===== config.mk =====
export PLATFORM = sky130hd
export DESIGN_NAME = ssdab_mul
export DESIGN_NICKNAME = d
export VERILOG_FILES = /design/src/hw/rtl/ssd_anchor_box_decode_assert.svh /design/src/hw/rtl/ssdab_pkg.sv /design/src/hw/rtl/ssdab_mul.sv
export SDC_FILE = /design/constraint.sdc
export NUM_CORES = 2
export LEC_CHECK = 0
export BUFFER_PORTS_ARGS = -buffer_cell sky130_fd_sc_hd__buf_2
export CAP_MARGIN = 30
export CORE_MARGIN = 4
export CORE_UTILIZATION = 60
export DETAILED_ROUTE_END_ITERATION = 6
export PLACE_DENSITY = 0.78
export SLEW_MARGIN = 20
export SYNTH_ARGS = -nofsm -noshare
export SYNTH_HDL_FRONTEND = slang
export SYNTH_SLANG_ARGS = --single-unit
export TNS_END_PERCENT = 30

===== constraint.sdc =====
create_clock -name clk -period 12.76 [get_ports clk]
set_input_delay 1.276 -clock clk [delete_from_list [all_inputs] [get_ports clk]]
set_output_delay 1.276 -clock clk [all_outputs]
set_load 0.01 [all_outputs]

===== src/hw/rtl/ssd_anchor_box_decode_assert.svh =====
// ----------------------------------------------------------------------------
// SSD anchor box decode assertion macros
// Concurrent assertion wrappers, compiled out for synthesis.
// ----------------------------------------------------------------------------
`ifndef SSD_ANCHOR_BOX_DECODE_ASSERT_SVH
`define SSD_ANCHOR_BOX_DECODE_ASSERT_SVH
`ifndef SYNTHESIS
// same-cycle implication
`define SSDAB_ASSERT_NOW(lbl, clk, rst_n, ante, cons) \
  lbl: assert property (@(posedge clk) disable iff (!rst_n) (ante) |-> (cons)) \
    else $error("ssdab assertion failed");
// next-cycle implication
`define SSDAB_ASSERT_NXT(lbl, clk, rst_n, ante, cons) \
  lbl: assert property (@(posedge clk) disable iff (!rst_n) (ante) |=> (cons)) \
    else $error("ssdab assertion failed");
`else
`define SSDAB_ASSERT_NOW(lbl, clk, rst_n, ante, cons)
`define SSDAB_ASSERT_NXT(lbl, clk, rst_n, ante, cons)
`endif
`endif


===== src/hw/rtl/ssdab_pkg.sv =====
`timescale 1ns / 1ps
// ----------------------------------------------------------------------------
// SSD anchor box decode package
// Payload types, sequencer controls and saturation helper.
// ----------------------------------------------------------------------------
package ssdab_pkg;

  localparam int unsigned OpAW   = 34;
  localparam int unsigned OpBW   = 26;
  localparam int unsigned ProdW  = OpAW + OpBW;
  localparam int unsigned ScaleW = 34;

  localparam logic [2:0] PairCenter = 3'd0;
  localparam logic [2:0] PairSize   = 3'd1;

  localparam logic KindBox      = 1'b0;
  localparam logic KindKeypoint = 1'b1;

  localparam logic [1:0] CfgInvX  = 2'd0;
  localparam logic [1:0] CfgInvY  = 2'd1;
  localparam logic [1:0] CfgClip  = 2'd2;
  localparam logic [1:0] CfgKeep  = 2'd3;

  localparam logic [24:0]        InvScaleRst  = 25'd87381;
  localparam logic [30:0]        ScoreClipRst = 31'd6553600;
  localparam logic signed [31:0] KeepLogitRst = -32'sd26573;

  typedef struct packed {
    logic [2:0]         pair_index;
    logic signed [31:0] raw_a;
    logic signed [31:0] raw_b;
    logic signed [31:0] raw_score;
    logic [16:0]        anchor_x;
    logic [16:0]        anchor_y;
    logic [16:0]        anchor_w;
    logic [16:0]        anchor_h;
    logic               final_box;
  } in_item_t;

  typedef struct packed {
    logic               result_kind;
    logic signed [31:0] coord_a;
    logic signed [31:0] coord_b;
    logic signed [31:0] coord_c;
    logic signed [31:0] coord_d;
    logic signed [31:0] clipped_score;
    logic               keep;
    logic               box_done;
    logic               frame_end;
  } out_item_t;

  typedef struct packed {
    logic       accept;
    logic       mul_en;
    logic [1:0] step;
    logic       fin_go;
  } ctrl_t;

  function automatic logic signed [31:0] sat32(input logic signed [34:0] v);
    logic signed [31:0] r;
    if (v[34:31] == 4'b0000 || v[34:31] == 4'b1111) begin
      r = v[31:0];
    end else if (v[34]) begin
      r = 32'sh8000_0000;
    end else begin
      r = 32'sh7FFF_FFFF;
    end
    return r;
  endfunction

endpackage


===== src/hw/rtl/ssdab_mul.sv =====
`timescale 1ns / 1ps
// ----------------------------------------------------------------------------
// SSD anchor box decode shared multiplier
// Signed multiply with the product registered; used for every scale step.
// ----------------------------------------------------------------------------
module ssdab_mul (
  input  logic                                 clk,
  input  logic                                 en,
  input  logic signed [ssdab_pkg::OpAW-1:0]    op_a,
  input  logic signed [ssdab_pkg::OpBW-1:0]    op_b,
  output logic signed [ssdab_pkg::ProdW-1:0]   prod_r
);
  import ssdab_pkg::*;

  logic signed [ProdW-1:0] prod_nxt;

  assign prod_nxt = op_a * op_b;

  always_ff @(posedge clk) begin
    if (en) begin
      prod_r <= prod_nxt;
    end
  end

endmodule


After elaboration in Yosys (flattened, before gate mapping)
Cells that the tools add are included.
W data, S select, Z words.
{ "classes": {"n_mul": 1} }
{ "ops": {"columns": ["cell", "n"], "rows": [
  ["$mul A34 B26 Y60", 1]
]} }
{ "totals": {"regBits": 60, "input_bits": 62, "out_inout_bits": 60, "word_cells": 2} }

Longest topological paths before layout
{ "logic_depth": {"depth_word": 1, "ltp_mapped": 27, "ltp_nobuf": 25} }

Least setup slack after synthesis
No wires, ideal clock.
{ "synth_timing": {"path_kind": "input to register", "from": "in op_b[2] in the netlist's numbering", "to": "reg prod_r[59] in the netlist's numbering (data pin)", "setup_time_ns": 0.138, "arrival_ns": 7.893, "t_required_ns": 12.622, "slack_ns": 4.729, "path_stages": 26, "path_buffers": 2, "cell_sequence": "clkbuf_1 > clkbuf_1 > nand2_1 > fa_1 > inv_1 > fa_1 > inv_1 > fa_1 > fa_1 > fa_1 > inv_1 > fa_1 > inv_1 > fa_1 > inv_1 > ha_1 > a21oi_1 > o21ai_0 > a31o_1 > a31oi_4 > o21ba_4 > a31oi_4 > o41ai_4 > o21ai_2 > or4_1 > nand4_1"} }
{ "synth_between": {"elab_chain_len": 1} }
{ "synth_lines": {"columns": ["element", "line_no", "source"], "rows": [
  ["start: declaration", "ssdab_mul.sv:10", "input logic signed [ssdab_pkg::OpBW-1:0] op_b,"],
  ["$mul A34 B26 Y60", "ssdab_mul.sv:17", "assign prod_nxt = op_a * op_b;"],
  ["via prod_nxt[59]", "ssdab_mul.sv:15", "logic signed [ProdW-1:0] prod_nxt;"],
  ["end signal: assignment", "ssdab_mul.sv:21", "prod_r <= prod_nxt;"],
  ["end: declaration", "ssdab_mul.sv:11", "output logic signed [ssdab_pkg::ProdW-1:0] prod_r"]
]} }
The timed path passes the listed nets, and every way through them passes these cells.
A chain may end at the register's enable or synchronous reset.

Worst setup path in the final report
{ "layout_timing": {"from": "in op_b[2] in the netlist's numbering", "to": "reg prod_r[56] in the netlist's numbering (data pin)"} }
Same word-level chain as after synthesis.

==> summary.md <==
| Metric | Value |
|---|---|
| Wire per inst | `19.01 microns` |
| EDFF count, synth | `60` |
| Area growth, synth to finish | `3.699%` |
| TritonCTS sink count | `60` |
| Gr usage total | `29.59%` |
| Final Critical Period | `9.049 ns` |
| Most flop-heavy register | `prod_r` |
| Final Setup Violations | `0` |
| CP endpoint kind | `register` |
| Family with the most delay on the worst path | `adder cells` |
| Synth cell types | `47` |
| Max reg flops | `60` |
| Post-Syn Area | `around 32,000 sq um` |
| Initial antenna violation count | `5` |
| Router iterations before antenna repair | `6` |
| Critical path arrival | `9.17 ns` |
| # H-tree levels | `3` |
| Most frequent CP cell | `fa_1` |
| Number of max-cap violations | `0` |
| Top Registers | `prod_r (60)` |
| Register area share after synthesis | `approximately 5.6%` |
| IO Pins | `between 100 and 150` |
| Area leader, netlist | `fa_1` |
| Root buf cell | `clkbuf_16` |
| Worst-case clock buffer depth | `2` |
| Slew headroom | `45.95%` |
| Cells along the critical path | `buf_2 > nand2_1 > fa_1 > inv_1 > fa_1 > inv_1 > fa_1 > inv_1 > fa_1 > fa_1 > fa_1 > inv_1 > fa_1 > inv_1 > ha_1 > and3_1 > a31oi_1 > a21oi_1 > o21a_1 > o21ai_1 > nand4_1 > a31oi_1 > o21a_1 > o211ai_1` |
| Syn_area_per_cell | `9.445 sq um` |
| Num CTS Buffers | `9` |
| Core area | `52,970 sq um` |
| Vias in the first global route | `25,250` |
| CP peak stage delay | `0.57 ns` |
| Final hold vios | `0` |
| WL final | `77,910 microns` |
| Share of layout cells above drive strength 1 | `4.489%` |
| Initial DRC Count | `1,486` |
| CP Class | `input pin to register` |
| Ys Warns | `0` |
| Placed insts | `4,080` |
| Synthesized net count | `between 4,000 and 5,000` |
| Layout Cells excl Fill | `4,098` |
| Hold/Removal Path Class | `input pin to register` |
| Worst setup SP type | `input pin` |
| Die height | `240.4 microns` |
| Crit path max fanout | `34` |
| Reg clk slew, reported paths | `approximately 0.06 ns` |
| Cts hold-fix bufs | `0` |
| PortBufs | `121` |
| Nets | `4,530` |
| Status | `finished clean` |
| First-pass GRT wire length | `132,000 microns` |
| Startpoint of the worst hold path | `en` |
| Area contributors post-synth | `fa_1 (56%), inv_1 (11%), and2_1 (7.1%)` |
| Die area | `57,790 sq um` |
| CP Buf/Inv Count | `6` |
| Required time worst endpoint | `12.88 ns` |
| Vias per Instance | `approximately 5.5` |
| Cells after synthesis | `3,431` |
| Hold Path Depth | `1` |
| Post-cts resize count | `0` |
| Dpl hpwl | `62,290 microns` |
| Final Cycle Share | `a little under three quarters` |
| Die width | `around 240 microns` |
| Final GP Congestion | `0.9071` |
| Number of synthesized register bits | `60` |
| TNS Setup | `0 ns` |
| Pin count of the biggest net entering global routing | `61` |
| Asr flop ratio synth | `0%` |
| Post-route ant nets | `0` |
| CTS tree | `done` |
| Global route overflow | `0` |
| WP depth | `24` |
| Setup bufs post-CTS | `0` |
| Worst-margin pin slew | `0.8084 ns` |
| Final Util | `63.44%` |
| Vias | `22,380` |
| Crit path max-delay cell type | `buf_2` |
| Top FF cell, synth | `edfxtp_1` |
| Top-count cell post-synth | `inv_1` |
| Post-synth top area share | `about 56%` |
| Fmax | `roughly 0.11 GHz` |
| Site row count | `84` |
| Initial Utilization | `61.17%` |
| Final Max Slew Viols | `0` |
| RSZ-0062 raised after global routing | `no` |
| Post-route DRC | `0` |
| Worst Setup SP | `op_b[2]` |
| Commonest cells in the netlist | `inv_1 (913), fa_1 (902), nand2_1 (516)` |
cells in the final DEF, fill, tap and decap left out, types with 13 or more instances in the layout:
master / Yosys / routed
a21o_1: 22 / 22
a21oi_1: 51 / 51
edfxtp_1: 60 / 60
xor2_1: 21 / 21
nand4_1: 13 / 13
o21ai_0: 32 / 32
and2_1: 369 / 369
xnor2_1: 44 / 44
nor2_1: 56 / 56
buf_2: 0 / 120
fa_1: 902 / 902
inv_1: 913 / 913
ha_1: 162 / 162
nand2_1: 516 / 516
final timing paths:
path | to
worst max-delay path | prod_r[56]$_DFFE_PP_
worst min-delay path | prod_r[44]$_DFFE_PP_
routing by layer:
metal	share of wire, %	vias to the layer above	track usage, %	routed length, microns
li1	-	9678	-	-
met1	38	11530	38.65	29580
met2	49	963	48.98	38220
met3	8.5	210	6.228	6653
met4	4.2	6	11.46	3260
met5	0.25	-	2.020	192
cell families after synthesis:
kind of cell	after synthesis	share of synthesized area (%)
compound gates	163	3.321
xor+xnor	65	1.757
fa+ha+maj	1064	61.98
buf+inv	1078	12.49
flops	60	5.560
simple gates	1001	14.90
per-stage QoR:
stage                     hold slack (ns)  cell area [sq um]  worst slack (ns)
after CTS                           1.575              33570             3.753
final                               1.362              33600             3.711
after detailed placement            1.688              33290             3.328
after floorplan                     1.389              32400             4.729
after global routing                1.375              33600             3.426
after global placement              1.687              33290             3.483
layout make-up:
| cell class | count | area [sq um] |
|---|---|---|
| tap | 688 | 860.8 |
| fill | 4362 | 19370 |
| clock inverter | 6 | 56.30 |
| clock buffer | 9 | 225.2 |
| antenna | 2 | 5.005 |
| sequential | 60 | 1802 |
| inverter | 913 | 3427 |
| multi-input combinational | 2293 | 26560 |
| timing repair buffer | 127 | 665.6 |
Power is not shown: default switching activity piles up to over one toggle a cycle in this logic, so the estimate is an artifact.
