## config.mk

```make
export PLATFORM = sky130hd
export DESIGN_NAME = ssdab_ctrl
export DESIGN_NICKNAME = d
export VERILOG_FILES = /design/src/hw/rtl/ssdab_pkg.sv /design/src/hw/rtl/ssdab_ctrl.sv
export VERILOG_INCLUDE_DIRS = /design/src /design/src/hw/rtl
export SDC_FILE = /design/constraint.sdc
export NUM_CORES = 1
export LEC_CHECK = 0
export CAP_MARGIN = 40
export CORE_AREA = 3 3 40 42
export CTS_BUF_LIST = sky130_fd_sc_hd__clkbuf_4
export CTS_CLUSTER_SIZE = 16
export DETAILED_ROUTE_END_ITERATION = 12
export DIE_AREA = 0 0 43 45
export DONT_BUFFER_PORTS = 1
export PLACE_DENSITY_LB_ADDON = 0.05
export SLEW_MARGIN = 25
export SYNTH_ARGS = -nofsm -noshare
export SYNTH_HDL_FRONTEND = slang
export SYNTH_SLANG_ARGS = --single-unit
```

## constraint.sdc

```tcl
create_clock -name clk -period 2.8 [get_ports clk]
set_input_delay 0.42 -clock clk [delete_from_list [all_inputs] [get_ports clk]]
set_output_delay 0.42 -clock clk [all_outputs]
set_load 0.1 [all_outputs]
```

## src/hw/rtl/ssd_anchor_box_decode_assert.svh

```systemverilog
// ----------------------------------------------------------------------------
// SSD anchor box decode assertion macros
// Concurrent assertion wrappers, compiled out for synthesis.
// ----------------------------------------------------------------------------
`ifndef SSD_ANCHOR_BOX_DECODE_ASSERT_SVH
`define SSD_ANCHOR_BOX_DECODE_ASSERT_SVH
`ifndef SYNTHESIS
// same-cycle implication
`define SSDAB_ASSERT_NOW(lbl, clk, rst_n, ante, cons) \
  lbl: assert property (@(posedge clk) disable iff (!rst_n) (ante) |-> (cons)) \
    else $error("ssdab assertion failed");
// next-cycle implication
`define SSDAB_ASSERT_NXT(lbl, clk, rst_n, ante, cons) \
  lbl: assert property (@(posedge clk) disable iff (!rst_n) (ante) |=> (cons)) \
    else $error("ssdab assertion failed");
`else
`define SSDAB_ASSERT_NOW(lbl, clk, rst_n, ante, cons)
`define SSDAB_ASSERT_NXT(lbl, clk, rst_n, ante, cons)
`endif
`endif

```

## src/hw/rtl/ssdab_pkg.sv

```systemverilog
`timescale 1ns / 1ps
// ----------------------------------------------------------------------------
// SSD anchor box decode package
// Payload types, sequencer controls and saturation helper.
// ----------------------------------------------------------------------------
package ssdab_pkg;

  localparam int unsigned OpAW   = 34;
  localparam int unsigned OpBW   = 26;
  localparam int unsigned ProdW  = OpAW + OpBW;
  localparam int unsigned ScaleW = 34;

  localparam logic [2:0] PairCenter = 3'd0;
  localparam logic [2:0] PairSize   = 3'd1;

  localparam logic KindBox      = 1'b0;
  localparam logic KindKeypoint = 1'b1;

  localparam logic [1:0] CfgInvX  = 2'd0;
  localparam logic [1:0] CfgInvY  = 2'd1;
  localparam logic [1:0] CfgClip  = 2'd2;
  localparam logic [1:0] CfgKeep  = 2'd3;

  localparam logic [24:0]        InvScaleRst  = 25'd87381;
  localparam logic [30:0]        ScoreClipRst = 31'd6553600;
  localparam logic signed [31:0] KeepLogitRst = -32'sd26573;

  typedef struct packed {
    logic [2:0]         pair_index;
    logic signed [31:0] raw_a;
    logic signed [31:0] raw_b;
    logic signed [31:0] raw_score;
    logic [16:0]        anchor_x;
    logic [16:0]        anchor_y;
    logic [16:0]        anchor_w;
    logic [16:0]        anchor_h;
    logic               final_box;
  } in_item_t;

  typedef struct packed {
    logic               result_kind;
    logic signed [31:0] coord_a;
    logic signed [31:0] coord_b;
    logic signed [31:0] coord_c;
    logic signed [31:0] coord_d;
    logic signed [31:0] clipped_score;
    logic               keep;
    logic               box_done;
    logic               frame_end;
  } out_item_t;

  typedef struct packed {
    logic       accept;
    logic       mul_en;
    logic [1:0] step;
    logic       fin_go;
  } ctrl_t;

  function automatic logic signed [31:0] sat32(input logic signed [34:0] v);
    logic signed [31:0] r;
    if (v[34:31] == 4'b0000 || v[34:31] == 4'b1111) begin
      r = v[31:0];
    end else if (v[34]) begin
      r = 32'sh8000_0000;
    end else begin
      r = 32'sh7FFF_FFFF;
    end
    return r;
  endfunction

endpackage

```

## src/hw/rtl/ssdab_ctrl.sv

```systemverilog
`timescale 1ns / 1ps
`include "ssd_anchor_box_decode_assert.svh"
// ----------------------------------------------------------------------------
// SSD anchor box decode sequencer
// Steps the shared multiplier four times per request, then retires it.
// ----------------------------------------------------------------------------
module ssdab_ctrl (
  input  logic             clk,
  input  logic             rst_n,
  input  logic             in_valid,
  output logic             in_ready,
  input  logic             need_out,
  input  logic             out_free,
  output ssdab_pkg::ctrl_t ctrl
);
  import ssdab_pkg::*;

  typedef enum logic [2:0] {
    ST_IDLE = 3'b001,
    ST_MUL  = 3'b010,
    ST_FIN  = 3'b100
  } state_t;

  state_t     state_r, state_nxt;
  logic [1:0] step_r, step_nxt;
  logic       fin_go;

  assign in_ready = (state_r == ST_IDLE);
  assign fin_go   = (state_r == ST_FIN) && (!need_out || out_free);

  always_comb begin
    state_nxt = state_r;
    step_nxt  = step_r;
    unique case (state_r)
      ST_IDLE: begin
        if (in_valid) begin
          state_nxt = ST_MUL;
          step_nxt  = 2'd0;
        end
      end
      ST_MUL: begin
        step_nxt = step_r + 2'd1;
        if (step_r == 2'd3) begin
          state_nxt = ST_FIN;
        end
      end
      ST_FIN: begin
        if (fin_go) begin
          state_nxt = ST_IDLE;
        end
      end
      default: begin
        state_nxt = ST_IDLE;
      end
    endcase
  end

  always_ff @(posedge clk) begin
    if (!rst_n) begin
      state_r <= ST_IDLE;
      step_r  <= 2'd0;
    end else begin
      state_r <= state_nxt;
      step_r  <= step_nxt;
    end
  end

  assign ctrl.accept = in_valid && in_ready;
  assign ctrl.mul_en = (state_r == ST_MUL);
  assign ctrl.step   = step_r;
  assign ctrl.fin_go = fin_go;

  `SSDAB_ASSERT_NXT(a_accept_starts, clk, rst_n, ctrl.accept, state_r == ST_MUL && step_r == 2'd0)
  `SSDAB_ASSERT_NXT(a_mul_to_fin, clk, rst_n, state_r == ST_MUL && step_r == 2'd3, state_r == ST_FIN)
  `SSDAB_ASSERT_NXT(a_fin_stall, clk, rst_n, state_r == ST_FIN && !fin_go, state_r == ST_FIN)
  `SSDAB_ASSERT_NOW(a_go_has_room, clk, rst_n, fin_go && need_out, out_free)

endmodule

```

After elaboration in Yosys (flattened, before gate mapping)
Index checks and enable logic that the tools add are counted.
- bits in registers: 5
- input bits: 5
- output and inout bits: 6
- logic and storage cells: 23
- mux-type cells: 6
- reduce and logical (&&, ||, !) cells: 7
- add/subtract/negate cells: 1
- eq/ne operators: 7
- operators by type and width (cell ; count):
    3-bit 2-to-1 mux ; 3
    3-bit case mux with 3 select lines ; 1
    2-bit inequality test, second input constant ; 2
    2-bit case mux with 2 select lines ; 1
    3-bit by 1-bit equality test with 1-bit output, second input constant ; 1
    3-bit by 2-bit equality test with 1-bit output, second input constant ; 1
    3-bit equality test, second input constant ; 1
    3-bit AND reduction ; 1
    2-bit by 1-bit adder with 2-bit output, second input constant ; 1
    2-bit equality test, second input constant ; 1
    1-bit logical AND ; 2
    2-bit 2-to-1 mux ; 1
    2-bit by 1-bit inequality test with 1-bit output, second input constant ; 1
    2-bit AND reduction ; 1
    2-bit nonzero test ; 1
    1-bit logical NOT ; 1
    1-bit logical OR ; 1

Longest topological paths before layout
Gate-level depths: netlist of the first run.
- word-level depth: 5
- gate-level depth with buffers: 4
- mapped depth without buffers: 4

Least setup slack after synthesis of the first run
OpenSTA, ideal clock, no wires.
- path type: reg-to-output
- start: register state_r[0]
- end: output in_ready
- path buffers: 0
- data required time: 2.380 ns
- path slack: -0.249 ns
- arrival time: 2.629 ns
- cell stages (with the launch flop): 2
- path through: dfxtp_1 > nor3b_1
- longest elaborated chain between the ends: 1
- ends and longest elaborated chain (what ; line ; RTL):
    start, declared ; ssdab_ctrl.sv:24 ; state_t state_r, state_nxt;
    start signal, assigned ; ssdab_ctrl.sv:63 ; state_r <= state_nxt;
    3-bit by 1-bit equality test with 1-bit output ; ssdab_ctrl.sv:28 ; assign in_ready = (state_r == ST_IDLE);
    end, declared ; ssdab_ctrl.sv:11 ; output logic in_ready,
No other way between the ends.

==> results of run 1 <==
per-stage QoR:
stage	setup WS, ns	total power [mW]	hold slack [ns]	instance area (um^2)	cells
floorplan	0.0775	0.119	0.500	285	30
detailed placement	1.14	0.132	0.540	378	49
finish	0.894	0.221	0.284	408	53
CTS	0.873	0.227	0.288	408	53
global route	0.787	0.235	0.275	408	53
global placement	1.17	0.132	0.532	378	49
area by class of cell:
cell class              instances  area (um^2)  area share
clock buffers                   4         30.0      0.0736
inverters                       1         3.75     0.00920
multi-input cells              22          193       0.472
flip-flops and latches          5          100       0.245
well taps                      15         18.8      0.0460
repair buffers                  6         62.6       0.153
state kept, by name (all words and copies together), names as in the netlist:
| name | cells |
|---|---|
| step_r | 2 |
| state_r | 3 |
report_power, final:
part           switching, mW  internal, mW
logic                 0.0351        0.0153
clock network         0.0270        0.0634
registers            0.00577        0.0741
cell usage in the layout (no fill, tap or decap):
cell type | Yosys | layout
and3b_2 | 1 | 1
nor3_2 | 0 | 1
inv_1 | 1 | 1
clkbuf_4 | 0 | 4
a31oi_1 | 2 | 2
nand3_1 | 1 | 1
ha_1 | 1 | 1
nor4bb_4 | 0 | 1
nand2_1 | 2 | 2
clkbuf_16 | 0 | 1
dfxtp_1 | 5 | 5
or2_1 | 1 | 1
nor3b_1 | 5 | 4
or2b_1 | 1 | 1
o21ai_1 | 3 | 3
buf_4 | 2 | 5
nand3b_1 | 1 | 1
nor2b_1 | 1 | 1
nor3b_4 | 0 | 2
cell families (layout without fill, tap and decap cells):
family / count (synthesis) / after routing
DFF: 5 / 5
buffers and inverters: 3 / 11
and+or+nand+nor: 16 / 16
AOI/OAI and AO/OA: 5 / 5
adders and majority gates: 1 / 1
routing by layer:
layer,global-route usage,up-vias,routed length [um]
met2,0.150,9,374
met1,0.0942,108,252
met4,0.0181,0,0
li1,-,123,-
met5,0,-,0
met3,0.0478,0,58
final timing paths:
kind / to / slack [ns]
setup / recovery: ctrl[0] / 0.89
hold / removal: state_r[0]$_SDFFE_PN1P_ / 0.28
setup reg to reg: step_r[0]$_SDFFE_PN0P_ / 1.29
hold reg to reg: state_r[2]$_SDFFE_PN0P_ / 0.61
==> flow_metrics.env, run 1 <==
export IMPL_outcome="complete, no violations"
export IMPL_crit_fanout=7
export IMPL_skew_ns=0.00337
export IMPL_period_share=0.681
export IMPL_crit_path_cell_trace="or2b_1 > nor3_2 > clkbuf_16"
export IMPL_async_flop_share=0
export IMPL_place_congestion=0.692
export IMPL_yosysWarnings=0
export IMPL_clock_fmax_mhz=525
export IMPL_fin_util=0.317
export IMPL_vdd_drop_max_uv=261
export IMPL_cp_num_cells=3
export IMPL_portBuffers=0
export IMPL_synthSimpleGateAreaFrac=0.433
export IMPL_hold_class="input pin to flip-flop"
export IMPL_cts_repair_resized=0
export IMPL_synth_seq_cells=5
export IMPL_critPathKind="flip-flop to output port"
export IMPL_synth_seq_area_share=0.357
export IMPL_hold_depth=1
export IMPL_firstDrtPassIters=1
export IMPL_syn2layout_area_growth_pct=45.5
export IMPL_crit_buf_inv=1
export IMPL_synth_compound_area_share=0.0982
export IMPL_synth_nets=36
export IMPL_synthMuxAreaShare=0
export IMPL_drc=0
export IMPL_yosysTopAreaCellShare=0.357
export IMPL_grt_pass1_wl_mm=1.17
export IMPL_tns_ns=0
export IMPL_cts_hold_buffers_added=0
export IMPL_power_density_nw_per_um2=541
export IMPL_ys_types=17
export IMPL_postRouteAntennaNets=0
export IMPL_start_kind="flip-flop"
export IMPL_hold_start="rst_n"
export IMPL_syn_avg_cell_area_um2=9.34
export IMPL_grt_setup_unrepaired="false"
export IMPL_die_x_um=43
export IMPL_end_kind="output port"
export IMPL_arrival_ns=1.49
export IMPL_synthAdderAreaFrac=0.0446
export IMPL_clock_latency_ns=0.24
export IMPL_grt_max_degree=9
export IMPL_grtUsageTotal=0.0867
export IMPL_drive_gt1_frac=0.395
export IMPL_cp_required_ns=2.38
export IMPL_yosys_top_cells_area="dfxtp_1, nor3b_1, nor4bb_2"
export IMPL_synth_top_family_by_area="simple AND/OR/NAND/NOR gates"
export IMPL_startpoint="state_r[2]$_SDFFE_PN0P_"
export IMPL_cts_tree="yes"
export IMPL_relSlewSlack=0.747
export IMPL_setup_viol=0
export IMPL_htreeDepth=1
export IMPL_clock_sinks=5
export IMPL_antenna_found_initial=0
export IMPL_die_h_um=45
export IMPL_cts_max_path_buffers=2
export IMPL_synth_edf_count=0
export IMPL_wire_per_inst_um=12.9
export IMPL_num_rows=13
export IMPL_die_area_um2=1940
export IMPL_drtIter0Drc=0
export IMPL_io_pins=11
export IMPL_fin_crit_ns=1.91
export IMPL_crit_path_top_delay_cell="dfxtp_1"
export IMPL_cts_setup_buffers=0
export IMPL_p_leak_nw=0.158
export IMPL_r2r_start="state_r[1]$_SDFFE_PN0P_"
export IMPL_syn_inst=30
export IMPL_core_um2=1280
export IMPL_clk_pin_slew_ns=0.04
export IMPL_grt_ovfl_total=0
export IMPL_max_cap_violations=0
export IMPL_ctsRootBufferMaster="clkbuf_4"
export IMPL_wl_um=685
export IMPL_max_stage_delay_ns=0.54
export IMPL_start_util=0.218
export IMPL_layout_nets=45
export IMPL_worst_r2r_cell_count=4
export IMPL_cts_buffers=3
export IMPL_dp_final_hpwl_um=549
export IMPL_synth_top_area_cell="dfxtp_1"
export IMPL_synthXorXnorAreaFrac=0
export IMPL_avgViaCountPerCell=4.53
export IMPL_num_vias=240
export IMPL_fill_cells=135
export IMPL_finalMaxSlewViolations=0
export IMPL_synth_area_um2=280
export IMPL_synth_ff_type="dfxtp_1"
export IMPL_grt_pass1_vias=265
export IMPL_hold_viol_final=0
export IMPL_crit_family="flip-flops"
export IMPL_num_antenna_cells=0
export IMPL_tightest_slew_ns=0.379
export IMPL_yosys_top_cells_count="dfxtp_1, nor3b_1, o21ai_1"
Note: power is estimated with default switching activity, not from simulation.
==> run 2: changes to the inputs <==
- clock period: 2.8 -> 1.7 ns (I/O delays scaled with it)
==> run 2 against run 1 <==
Non-clock buffer count unchanged. Count of clock-buffer cells in the layout is the same. Die area did not move. Wire length down 12%. Critical path type unchanged. Critical endpoint unchanged. Largest power group unchanged. Highest routed layer unchanged.
==> flow_metrics.env, run 2 (same netlist as run 1, synthesis figures left out) <==
export IMPL_num_rows=13
export IMPL_grt_ovfl_total=0
export IMPL_vdd_drop_max_uv=513
export IMPL_antenna_found_initial=0
export IMPL_setup_slack_ns=0.0846
export IMPL_r2r_start="state_r[2]$_SDFFE_PN0P_"
export IMPL_die_area_um2=1940
export IMPL_crit_path_top_delay_cell="dfxtp_2"
export IMPL_cts_max_path_buffers=2
export IMPL_skew_ns=0.00145
export IMPL_grt_setup_unrepaired="false"
export IMPL_end_kind="output port"
export IMPL_die_h_um=45
export IMPL_core_um2=1280
export IMPL_hold_viol_final=0
export IMPL_dp_final_hpwl_um=492
export IMPL_multi_input_area_um2=193
export IMPL_finalMaxSlewViolations=0
export IMPL_clock_latency_ns=0.23
export IMPL_drtIter0Drc=4
export IMPL_met3_usage=0.0478
export IMPL_layout_nets=45
export IMPL_p_total_mw=0.364
export IMPL_largest_reg_flops=3
export IMPL_avgViaCountPerCell=4.47
export IMPL_busiest_layer="met2"
export IMPL_num_vias=237
export IMPL_top_register="state_r"
export IMPL_drc=0
export IMPL_max_cap_violations=0
export IMPL_use_met2=0.123
export IMPL_cts_repair_resized=0
export IMPL_cts_setup_buffers=0
export IMPL_startpoint="state_r[2]$_SDFFE_PN0P_"
export IMPL_clock_fmax_mhz=619
export IMPL_final_cell_mix="nor3b_1, clkbuf_4, buf_4"
export IMPL_tns_ns=0
export IMPL_crit_path_cell_trace="or2b_1 > nor3_2 > clkbuf_16"
export IMPL_max_stage_delay_ns=0.44
export IMPL_reg_largest_list="state_r x3, step_r x2"
export IMPL_period_share=0.950
export IMPL_crit_fanout=7
export IMPL_grt_pass1_vias=250
export IMPL_grtUsageTotal=0.0700
export IMPL_start_util=0.218
export IMPL_fin_area_um2=424
export IMPL_cts_hold_buffers_added=0
export IMPL_postRouteAntennaNets=0
export IMPL_grt_use_met1=0.0749
export IMPL_fill_cells=142
export IMPL_outcome="complete, no violations"
export IMPL_cts_tree="yes"
export IMPL_drive_gt1_frac=0.474
export IMPL_clock_sinks=5
export IMPL_wl_um=604
export IMPL_wire_per_inst_um=11.4
export IMPL_grt_max_degree=9
export IMPL_tightest_slew_ns=0.292
export IMPL_regArea_um2=104
export IMPL_firstDrtPassIters=2
export IMPL_io_pins=11
export IMPL_htreeDepth=1
export IMPL_worst_hold_slack_ns=0.110
export IMPL_die_x_um=43
export IMPL_relSlewSlack=0.805
export IMPL_cts_buffers=3
export IMPL_place_area_um2=394
export IMPL_hold_class="input pin to flip-flop"
export IMPL_post_place_ws_ns=0.324
export IMPL_start_kind="flip-flop"
export IMPL_fin_crit_ns=1.62
export IMPL_place_congestion=0.625
export IMPL_power_density_nw_per_um2=859
export IMPL_num_antenna_cells=0
export IMPL_cp_required_ns=1.44
export IMPL_hold_start="rst_n"
export IMPL_ctsRootBufferMaster="clkbuf_4"
export IMPL_syn2layout_area_growth_pct=51.3
export IMPL_arrival_ns=1.36
export IMPL_critPathKind="flip-flop to output port"
export IMPL_setup_viol=0
export IMPL_p_leak_nw=0.161
export IMPL_portBuffers=0
export IMPL_grt_pass1_wl_um=993
export IMPL_clk_pin_slew_ns=0.04
run 2: per-layer routing:
layer,up-vias,wire (um)
li1,124,-
met1,107,253
met2,6,312
met3,0,38
met4,0,0
met5,-,0
run 2: cell type report:
cell class                      instances  share of cell area
Multi-Input combinational cell         22               0.454
Inverter                                1             0.00885
Clock buffer                            4              0.0708
Tap cell                               15              0.0442
Sequential cell                         5               0.245
Timing Repair Buffer                    6               0.177
run 2: final timing paths:
kind,endpoint,slack [ns],depth (start not counted)
hold / removal,state_r[0]$_SDFFE_PN1P_,0.11,1
setup / recovery,ctrl[0],0.08,3
setup reg to reg,state_r[0]$_SDFFE_PN1P_,0.53,3
hold reg to reg,state_r[2]$_SDFFE_PN0P_,0.51,1
run 2: worst max-delay path: cells and delay by family, from the launching register on:
kind	cells	cell delay (ns)
AND/OR/NAND/NOR	2	0.45
flip-flops	1	0.44
buffers and inverters	1	0.24
run 2: metrics by stage:
stage                      util  std cells
final                     0.330         53
after global routing      0.330         53
after CTS                 0.330         53
after detailed placement  0.307         49
after global placement    0.307         49
after floorplan               -         30
run 2: where the power goes:
part | switching (mW) | internal (mW)
registers | 0.00946 | 0.123
clock network | 0.0429 | 0.104
logic | 0.0575 | 0.0272
total | 0.110 | 0.254
==> run 3: changes to the inputs <==
- HOLD_SLACK_MARGIN: not set -> 0.12
==> run 3 against run 2 <==
Combinational power rose by 2.4%. Die area did not move. Setup slack barely moved. Design area rose by 2.4%. Clock power barely moved. Non-clock buffer count rose by 1. Via count rose by 2.1%. Core utilization rose by 0.78 points. Clock skew barely moved.
==> flow_metrics.env, run 3 (same netlist as run 1, synthesis figures left out) <==
export IMPL_grt_ovfl_total=0
export IMPL_portBuffers=0
export IMPL_clock_latency_ns=0.23
export IMPL_drtIter0Drc=4
export IMPL_cts_max_path_buffers=2
export IMPL_p_sw_mw=0.110
export IMPL_reg_largest_list="state_r x3, step_r x2"
export IMPL_top_register="state_r"
export IMPL_layout_nets=46
export IMPL_place_congestion=0.625
export IMPL_clock_fmax_mhz=619
export IMPL_grtUsageTotal=0.0717
export IMPL_die_h_um=45
export IMPL_grt_pass1_wl_mm=1.01
export IMPL_m1WireLength_um=239
export IMPL_grt_max_degree=9
export IMPL_grt_setup_unrepaired="false"
export IMPL_cts_buffers=3
export IMPL_wl_met3_um=53
export IMPL_dr_wl_met2_um=322
export IMPL_htreeDepth=1
export IMPL_arrival_ns=1.36
export IMPL_hold_viol_final=0
export IMPL_p_total_mw=0.366
export IMPL_critPathKind="flip-flop to output port"
export IMPL_final_cell_mix="nor3b_1, clkbuf_4, buf_4"
export IMPL_fin_crit_ns=1.62
export IMPL_finalMaxSlewViolations=0
export IMPL_wire_per_inst_um=11.4
export IMPL_skew_ns=0.00144
export IMPL_crit_family="simple AND/OR/NAND/NOR gates"
export IMPL_postRouteAntennaNets=0
export IMPL_cts_repair_resized=0
export IMPL_dp_cells=49
export IMPL_cts_tree="yes"
export IMPL_max_stage_delay_ns=0.44
export IMPL_start_kind="flip-flop"
export IMPL_drc=0
export IMPL_die_area_um2=1940
export IMPL_crit_fanout=7
export IMPL_outcome="complete, no violations"
export IMPL_clkPwrFrac=0.402
export IMPL_start_util=0.218
export IMPL_power_density_nw_per_um2=843
export IMPL_syn2layout_area_growth_pct=54.9
export IMPL_num_vias=242
export IMPL_firstDrtPassIters=2
export IMPL_die_x_um=43
export IMPL_crit_path_cell_trace="or2b_1 > nor3_2 > clkbuf_16"
export IMPL_power_frac_comb=0.237
export IMPL_swShare=0.301
export IMPL_num_rows=13
export IMPL_num_antenna_cells=0
export IMPL_crit_path_top_delay_cell="dfxtp_2"
export IMPL_dp_final_hpwl_um=492
export IMPL_topRoutingLayerUsed="met3"
export IMPL_fill_cells=141
export IMPL_p_seq_frac=0.361
export IMPL_p_leak_nw=0.165
export IMPL_grt_pass1_vias=254
export IMPL_cp_required_ns=1.44
export IMPL_antenna_found_initial=0
export IMPL_p_int_mw=0.256
export IMPL_period_share=0.950
export IMPL_wl_um=616
export IMPL_largest_reg_flops=3
export IMPL_final_cells=54
export IMPL_avgViaCountPerCell=4.48
export IMPL_end_kind="output port"
export IMPL_clock_sinks=5
export IMPL_crit_buf_inv=1
export IMPL_vdd_drop_max_uv=513
export IMPL_io_pins=11
export IMPL_setup_viol=0
export IMPL_clk_pin_slew_ns=0.04
export IMPL_relSlewSlack=0.805
export IMPL_hold_class="input pin to flip-flop"
export IMPL_max_cap_violations=0
export IMPL_drive_gt1_frac=0.462
export IMPL_ctsRootBufferMaster="clkbuf_4"
export IMPL_tightest_slew_ns=0.292
export IMPL_core_um2=1280
[run 3: cell count changes in the layout (fill, tap and decap cells not counted)]
| cell | previous run | this run |
|---|---|---|
| dlygate4sd3_1 | 0 | 1 |
[run 3: path summary, 6_finish.rpt]
check | slack (ns) | cells after the start | start | endpoint
hold / removal | 0.17 | 2 | rst_n | step_r[0]$_SDFFE_PN0P_
setup reg to reg | 0.53 | 3 | state_r[2]$_SDFFE_PN0P_ | state_r[0]$_SDFFE_PN1P_
setup / recovery | 0.08 | 3 | state_r[2]$_SDFFE_PN0P_ | ctrl[0]
hold reg to reg | 0.51 | 1 | state_r[0]$_SDFFE_PN1P_ | state_r[2]$_SDFFE_PN0P_
[run 3: stage by stage]
stage          instance area (um^2)  hold slack (ns)  setup TNS, ns  utilization  setup slack [ns]
2_1_floorplan                   298            0.335         -0.810            -            -0.215
3_3_place_gp                    394            0.357              0        0.307             0.336
3_5_place_dp                    394            0.357              0        0.307             0.324
4_1_cts                         434            0.159              0        0.338            0.0637
5_1_grt                         434            0.159              0        0.338           0.00158
6_report                        434            0.166              0        0.338            0.0847
[run 3: timing repair]
action,in CTS,in global routing
hold endpoints to repair,1,0
hold buffers,1,0
buffers inserted,0,0
[run 3: area by class of cell]
type                    instances  area [um^2]  share of cell area
repair buffers                  7         85.1               0.196
multi-input cells              22          193               0.444
clock buffers                   4         30.0              0.0692
flip-flops and latches          5          104               0.239
well taps                      15         18.8              0.0432
inverters                       1         3.75             0.00865
[run 3: layer usage]
metal / track usage / vias up
met1: 0.0725 / 108
met2: 0.129 / 9
met4: 0 / 0
li1: - / 125
met5: 0 / -
met3: 0.0518 / 0
[run 3: power groups by stage]
stage | registers (mW) | logic, mW | clock network [mW]
3_3_place_gp | 0.135 | 0.0853 | 0
4_1_cts | 0.133 | 0.0874 | 0.154
5_1_grt | 0.133 | 0.0904 | 0.166
2_1_floorplan | 0.135 | 0.0644 | 0
6_report | 0.132 | 0.0867 | 0.147
3_5_place_dp | 0.134 | 0.0855 | 0
[run 3: worst reg2reg max path: stages (launching register included)]
cell,delay (ns)
dfxtp_2,0.44
or2b_1,0.28
nor3b_1,0.24
o21ai_1,0.09
